==> src/rtl/core/wctt_pkg.sv <==
//------------------------------------------------------------------------------
// wctt_pkg
// Types, codes and constants shared by the weighted two-way count table.
//------------------------------------------------------------------------------
`default_nettype none

package wctt_pkg;

  localparam int CELL_W    = 31;
  localparam int LEVEL_W   = 5;
  localparam int WEIGHT_W  = 16;
  localparam int CFG_W     = 6;
  localparam int CFG_IDX_W = 1;
  localparam int S_TDATA_W = 32;
  localparam int S_TUSER_W = 2;
  localparam int M_TDATA_W = 32;
  localparam int M_TUSER_W = 2;

  localparam int X_SIZE_DEF = 32;
  localparam int Y_SIZE_DEF = 32;

  localparam logic [CELL_W-1:0]    CELL_MAX      = {CELL_W{1'b1}};
  localparam logic [CFG_W-1:0]     LEVELS_RESET  = 6'd32;
  localparam logic [CFG_IDX_W-1:0] CFG_X_LEVELS  = 1'b0;
  localparam logic [CFG_IDX_W-1:0] CFG_Y_LEVELS  = 1'b1;

  typedef enum logic [1:0] {
    OP_CLEAR = 2'd0,
    OP_ACCUM = 2'd1,
    OP_READ  = 2'd2
  } opcode_t;

  typedef enum logic [2:0] {
    ST_INIT_CLR,
    ST_IDLE,
    ST_CLEAR,
    ST_READ,
    ST_UPDATE
  } state_t;

  typedef struct packed {
    logic load_item;
    logic mem_read;
    logic clr_write;
    logic finish;
  } dp_cmd_t;

  typedef struct packed {
    logic clr_last;
  } dp_stat_t;

endpackage

`default_nettype wire

==> src/rtl/core/wctt_ctrl.sv <==
//------------------------------------------------------------------------------
// wctt_ctrl
// Controller: sequences the clearing pass, the memory read and the update,
// and owns the output word valid flag.
//------------------------------------------------------------------------------
`default_nettype none

module wctt_ctrl (
  input  wire logic               clk,
  input  wire logic               rst,
  input  wire logic               s_tvalid,
  output logic                    s_tready,
  input  wire logic [1:0]         in_opcode,
  output logic                    m_tvalid,
  input  wire logic               m_tready,
  output wctt_pkg::dp_cmd_t       cmd,
  input  wire wctt_pkg::dp_stat_t stat
);
  import wctt_pkg::*;

  state_t state, state_next;
  logic   out_free;

  assign out_free = !m_tvalid || m_tready;

  always_ff @(posedge clk) begin
    if (rst) begin
      state    <= ST_INIT_CLR;
      m_tvalid <= 1'b0;
    end else begin
      state <= state_next;
      if (cmd.finish) begin
        m_tvalid <= 1'b1;
      end else if (m_tready) begin
        m_tvalid <= 1'b0;
      end
    end
  end

  always_comb begin
    state_next = state;
    cmd        = '0;
    s_tready   = 1'b0;
    case (state)
      ST_INIT_CLR: begin
        cmd.clr_write = 1'b1;
        if (stat.clr_last) begin
          state_next = ST_IDLE;
        end
      end
      ST_IDLE: begin
        s_tready = 1'b1;
        if (s_tvalid) begin
          cmd.load_item = 1'b1;
          state_next = (in_opcode == OP_CLEAR) ? ST_CLEAR : ST_READ;
        end
      end
      ST_CLEAR: begin
        cmd.clr_write = 1'b1;
        if (stat.clr_last) begin
          state_next = ST_UPDATE;
        end
      end
      ST_READ: begin
        cmd.mem_read = 1'b1;
        state_next   = ST_UPDATE;
      end
      ST_UPDATE: begin
        if (out_free) begin
          cmd.finish = 1'b1;
          state_next = ST_IDLE;
        end
      end
      default: begin
        state_next = ST_IDLE;
      end
    endcase
  end

  a_finish_into_free_slot: assert property (@(posedge clk) disable iff (rst)
    cmd.finish |-> (!m_tvalid || m_tready))
    else $error("result loaded over an untaken word");

  a_clear_end_in_pass: assert property (@(posedge clk) disable iff (rst)
    stat.clr_last |-> (state == ST_INIT_CLR || state == ST_CLEAR))
    else $error("clear counter at last cell outside a clearing pass");

  a_accept_leads_to_work: assert property (@(posedge clk) disable iff (rst)
    s_tvalid && s_tready |=> (state == ST_CLEAR || state == ST_READ))
    else $error("accepted word did not start work");

endmodule

`default_nettype wire

==> config.mk <==
export PLATFORM = sky130hd
export DESIGN_NAME = wctt_ctrl
export DESIGN_NICKNAME = d
export VERILOG_FILES = /design/src/rtl/core/wctt_pkg.sv /design/src/rtl/core/wctt_ctrl.sv
export SDC_FILE = /design/constraint.sdc
export NUM_CORES = 1
export LEC_CHECK = 0
export BUFFER_PORTS_ARGS = -buffer_cell sky130_fd_sc_hd__buf_2
export CAP_MARGIN = 20
export CORE_AREA = 3 3 40 42
export CTS_CLUSTER_DIAMETER = 50
export DETAILED_ROUTE_END_ITERATION = 10
export DIE_AREA = 0 0 43 45
export PLACE_DENSITY = 0.43
export SLEW_MARGIN = 20
export SYNTH_ARGS = -nofsm -noshare
export SYNTH_HDL_FRONTEND = slang
export SYNTH_SLANG_ARGS = --single-unit
==> constraint.sdc <==
create_clock -name clk -period 1.1 [get_ports clk]
set_clock_uncertainty 0.1 [all_clocks]
set_input_delay 0.275 -clock clk [delete_from_list [all_inputs] [get_ports clk]]
set_output_delay 0.275 -clock clk [all_outputs]
set_load 0.01 [all_outputs]
==> run_results.csv, run 1 <==
group,metric,value,unit
route,met3_length,15,um
synthesis,yosys_register_bits,4,
clock_network,clock-root-buffer,"clkbuf_4",
synthesis,avgSynthCellArea,8.67,um^2
synthesis,synth_area,243,um^2
floorplanning,die_w,43,um
synthesis,syn_inst,28,
synthesis,yosys_warnings,0,
route,drcViolationCount,0,
synthesis,syn_nets,35,
floorplanning,die_height,45,um
floorplanning,rows,13,
finish,drive_gt1_frac,0.780,
timing,hold_viol,0,
clock_network,clk_pin_slew,0.04,ns
synthesis,synth.area.top_cells,"dfxtp_1 33%, buf_6 9.3%, and3b_2 8.2%",
synthesis,synth_top_area_share,0.330,
route,met1Wirelength,236,um
clock_network,clockBufferDepth,2,
finish,diodes,0,
timing,max_freq,708,MHz
route,drt_iter0_drc,0,
clock_network,ctsHoldBuffers,0,
global_routing,grt_antenna_before_repair,0,
min_path,holdPathEnd,"state[0]",
pwr,max-vdd-ir-drop,0.000364,V
route,totalWireLength,614,um
min_path,min_from,"rst",
min_path,min_path_type,"primary input to flip-flop",
outcome,failed_checks,"setup timing",
critical_path,reg2reg_from,"state[0]",
clock_network,cts_sinks,4,
timing,worstMarginPinSlew,0.263,ns
route,vias,270,
critical_path,rrSetupSlack,-0.11,ns
timing,max-slew-margin-rel,0.823,
critical_path,cp_max_fo,8,
clock_network,cts_tree,"yes",
placement,io_buffers,12,
timing,grt_setup_unrepaired,"true",
finish,finalNetCount,59,
finish,n_fill_cell,134,
global_routing,grt_pass1_vias,277,
critical_path,cp.required,0.72,ns
global_routing,grt_usage,0.0642,
route,highest_layer,"met3",
synthesis,yosysTopAreaCell,"dfxtp_1",
route,ant_nets,0,
global_routing,grt_pass1_wl,917,um
floorplanning,io_pins,13,
timing,min_period_over_period,1.28,
floorplanning,die_area,0.00194,mm^2
critical_path,arrival,1.04,ns
clock_network,htree_levels,1,
pwr,powerDensity,999,mW/mm^2
flow_run,maxCapViolations,0,
clock_network,clock_latency,0.23,ns
min_path,hold_depth,2,
route,viasPerCell,4.15,
floorplanning,start_util,0.189,
route,wl_met2,362,um
critical_path,crit_type,"flip-flop to primary output",
critical_path,critPathLaunch,"state[1]",
clock_network,numCtsBuffers,3,
synthesis,synth-edff-count,0,
timing,setup_slack,-0.313,ns
placement,dp_hpwl,428,um
route,dr.pass1.iters,1,
finish,areaGrowthSynthToFinish,92.3,%
placement,place.gp.congestion,0.678,
critical_path,cp-start-kind,"flip-flop",
finish,utilization,0.363,
global_routing,grt_max_degree,9,
global_routing,grt.overflow.total,0,
placement,pre_cts_slack,-0.142,ns
timing,min_period,1.41,ns
pwr,power_leakage,0.211,nW
synthesis,ys_top_cells_by_count,"4 x dfxtp_1, 4 x nor2_1, 3 x a21oi_1",
route,detail_route.wl_per_cell,9.45,um
timing,setup_viol,7,
synthesis,ys_async_sr_fraction,0,
synthesis,synth.distinct_cells,17,
critical_path,reg2regPathDepth,4,
outcome,run_status,"finished, violations left",
critical_path,r2r-end,"state[2]",
synthesis,synth.yosys.seq_area_share,0.330,
pwr,power.total,0.000466,W
timing,drv_slew,0,
floorplanning,coreArea,0.00128,mm^2
synthesis,ys.flop_type,"dfxtp_1",
critical_path,worst_setup_path_end_kind,"primary output",
-- what timing repair did --
action | in CTS | in global routing
gates resized for setup | 9 | 9
pin swaps | 4 | 4
endpoints found under the setup margin | 8 | 8
buffers inserted | 2 | 3
-- worst max-delay path, stage by stage, from the launching register on --
cell and delay, ns:
dfxtp_4 0.36, nor3b_4 0.19, and2_4 0.16, buf_6 0.09
-- through the flow --
stage               cells  instance area [um^2]  setup TNS (ns)  hold WS [ns]
floorplan              28                   255          -0.105         0.240
global placement       57                   342          -0.729         0.400
detailed placement     57                   342          -0.647         0.394
CTS                    62                   410           -1.40         0.144
global route           65                   467           -1.86         0.169
finish                 65                   467           -1.55         0.158
-- cells by family after synthesis --
kind of cell           Yosys count  synth area share
buffers and inverters            2            0.0928
AND/OR/NAND/NOR                 16             0.412
flip-flops                       4             0.330
AO/OA/AOI/OAI                    6             0.165
-- how the worst max path moves through the flow --
stage / endpoint / cells after the start
global placement: cmd[3] / 3
floorplan: cmd[3] / 3
finish: cmd[3] / 3
global route: cmd[3] / 3
CTS: cmd[3] / 3
detailed placement: cmd[2] / 2
-- report_power, final --
| group | switching [W] | internal (W) | leakage, nW |
|---|---|---|---|
| logic | 0.0000463 | 0.0000798 | 0.162 |
| clock network | 0.0000541 | 0.000122 | 0.0138 |
| registers | 0.0000135 | 0.000151 | 0.0353 |
-- routing by layer --
metal,vias up,global-route usage
met4,0,0.0542
li1,144,-
met5,-,0
met3,0,0.0120
met1,124,0.0580
met2,2,0.123
-- layout make-up --
cell class | instances | area [um^2] | area share
Sequential cell | 4 | 92.6 | 0.198
Multi-Input combinational cell | 22 | 175 | 0.375
Clock buffer | 3 | 22.5 | 0.0483
Tap cell | 15 | 18.8 | 0.0402
Timing Repair Buffer | 21 | 158 | 0.338
-- flip-flops by register name, summed over array words and instances, names as in the netlist --
signal,flops
state,3
m_tvalid,1
-- cell usage in the layout, fill, tap and decap left out, types with 2 or more instances in the layout --
master    n
dfxtp_4   3
a21oi_1   2
buf_6     6
nor2_2    3
buf_2     9
clkbuf_4  3
buf_4     6
and3b_2   2
Note: power is estimated with default switching activity, not from simulation.
==> inputs of run 2 (changes only) <==
Settings changed: ABC_CLOCK_PERIOD_IN_PS from default to 1100, GPL_TIMING_DRIVEN from default to 0, TNS_END_PERCENT from default to 50.
==> run 2 against run 1 <==
Effect of this change: the flow still finishes with violations (setup timing); register-to-register slack worse by 0.06 ns; total power is 7.4% lower; cell count is 7.7% lower; first-iteration DRC count is 2 higher; largest cell class unchanged; count of clock-buffer cells in the layout stayed put; critical path depth stayed put; fmax is 0.44% lower; global-route usage is 0.57 points higher; sequential cell count stayed put; core utilization is 5.6 points lower; die area stayed put.
==> run_results.csv, run 2 (synthesis results as in run 1) <==
group,metric,value,unit
global_routing,grt_pass1_wl,979,um
finish,diodes,0,
placement,dp_cells,55,
route,totalWireLength,671,um
outcome,failed_checks,"setup timing",
timing,setup_slack,-0.319,ns
timing,setup_viol,7,
finish,stdcell_count,60,
clock_network,cts_sinks,4,
timing,grt_setup_unrepaired,"true",
critical_path,crit_type,"flip-flop to primary output",
route,detail_route.wl_per_cell,11.2,um
critical_path,worst_setup_path_end_kind,"primary output",
flow_run,maxCapViolations,0,
critical_path,arrival,1.04,ns
finish,drive_gt1_frac,0.667,
clock_network,htree_levels,1,
floorplanning,io_pins,13,
floorplanning,coreArea,0.00128,mm^2
pwr,seqPwrFrac,0.379,
outcome,run_status,"finished, violations left",
floorplanning,die_w,43,um
finish,largest_reg_flops,3,
global_routing,grt_max_degree,10,
pwr,power_switching,0.000107,W
finish,utilization,0.307,
clock_network,clock_latency,0.23,ns
floorplanning,start_util,0.189,
placement,pre_cts_slack,-0.155,ns
timing,hold_viol,0,
clock_network,clockBufferDepth,2,
min_path,min_path_type,"primary input to flip-flop",
clock_network,clk_pin_slew,0.04,ns
pwr,swShare,0.247,
route,drcViolationCount,0,
timing,min_period_over_period,1.29,
finish,n_fill_cell,135,
floorplanning,die_area,0.00194,mm^2
clock_network,ctsHoldBuffers,0,
timing,drv_slew,0,
finish,finalNetCount,54,
route,dr.pass1.iters,2,
clock_network,numCtsBuffers,3,
route,vias,261,
route,ant_nets,0,
pwr,max-vdd-ir-drop,0.000712,V
floorplanning,rows,13,
pwr,pwr-share-comb,0.212,
placement,place.gp.congestion,0.710,
critical_path,crit_slowest_cell,"dfxtp_4",
timing,setup_tns,-1.48,ns
pwr,power_leakage,0.175,nW
floorplanning,die_height,45,um
clock_network,cts_tree,"yes",
timing,worstMarginPinSlew,0.317,ns
finish,final_common_cell,"buf_2",
global_routing,grt_pass1_vias,270,
placement,io_buffers,12,
timing,min_period,1.42,ns
finish,top_register,"state",
timing,max-slew-margin-rel,0.787,
placement,dp_hpwl,427,um
route,viasPerCell,4.35,
global_routing,grt_antenna_before_repair,0,
critical_path,cpPeakStageDelay,0.37,ns
pwr,clkPwrFrac,0.409,
pwr,powerDensity,1100,mW/mm^2
timing,max_freq,705,MHz
critical_path,cp.required,0.72,ns
global_routing,grt_usage,0.0699,
finish,top_regs,"state x3, m_tvalid x1",
finish,layout_common_cells,"10 x buf_2, 4 x nor2_1, 4 x buf_4, 3 x clkbuf_4, 3 x dfxtp_4",
clock_network,clock-root-buffer,"clkbuf_4",
pwr,internal-power,0.000325,W
critical_path,cp_cell_sequence,"nor3b_4 -> and2_4 -> buf_6",
critical_path,cp-start-kind,"flip-flop",
critical_path,cp_max_fo,7,
finish,areaGrowthSynthToFinish,62.4,%
route,drt_iter0_drc,2,
global_routing,grt.overflow.total,0,
## run 2: changes by cell type in the layout (fill, tap and decap cells not counted), moves of 2 or more
| cell | previous run | this run |
|---|---|---|
| buf_6 | 6 | 2 |
| buf_4 | 6 | 4 |
| nor2_1 | 1 | 4 |
| nor2_2 | 3 | 1 |
## run 2: worst max-delay path: cells and delay by family (launching register included)
family / cells / cell delay, ns
AND/OR/NAND/NOR: 2 / 0.35
flip-flops: 1 / 0.37
buffers and inverters: 1 / 0.09
## run 2: final cells by class
class                      instances  area [um^2]  area share
multi-input combinational         22          158       0.400
timing repair buffer              16          103       0.260
sequential                         4         92.6       0.235
clock buffer                       3         22.5      0.0571
tap                               15         18.8      0.0476
## run 2: metal layers
| layer | routed length (um) | vias to the layer above | global-route usage | share of wire |
|---|---|---|---|---|
| met4 | 0 | 0 | 0.0301 | 0 |
| met5 | 0 | - | 0 | 0 |
| met1 | 262 | 120 | 0.0697 | 0.39 |
| li1 | - | 135 | - | - |
| met2 | 363 | 6 | 0.111 | 0.54 |
| met3 | 45 | 0 | 0.0518 | 0.067 |
## run 2: timing repair
| item | 4_1_cts | 5_1_grt |
|---|---|---|
| pin swaps | 4 | 2 |
| setup buffers | 3 | 1 |
| endpoints found under the hold margin | 0 | 0 |
| resized for setup | 4 | 6 |
| setup endpoints to repair | 7 | 9 |
## run 2: stage by stage
step                cell area (um^2)  power (W)  hold WS, ns
floorplan                        253   0.000220        0.240
global placement                 332   0.000254        0.396
detailed placement               332   0.000252        0.384
CTS                              382   0.000433        0.138
global route                     394   0.000471        0.156
finish                           394   0.000432        0.151
## run 2: power by group through the flow
stage | Sequential [W] | Clock (W) | Combinational, W
2_1_floorplan | 0.000161 | 0 | 0.0000588
4_1_cts | 0.000167 | 0.000183 | 0.0000830
3_5_place_dp | 0.000162 | 0 | 0.0000902
3_3_place_gp | 0.000162 | 0 | 0.0000915
5_1_grt | 0.000166 | 0.000202 | 0.000103
6_report | 0.000164 | 0.000176 | 0.0000917
## run 2: final timing paths
path | start | endpoint | slack (ns) | cells after the start
setup reg to reg | state[2] | state[2] | -0.17 | 4
setup / recovery | state[0] | cmd[3] | -0.32 | 3
hold / removal | rst | state[2] | 0.15 | 2
hold reg to reg | m_tvalid | m_tvalid | 0.41 | 2
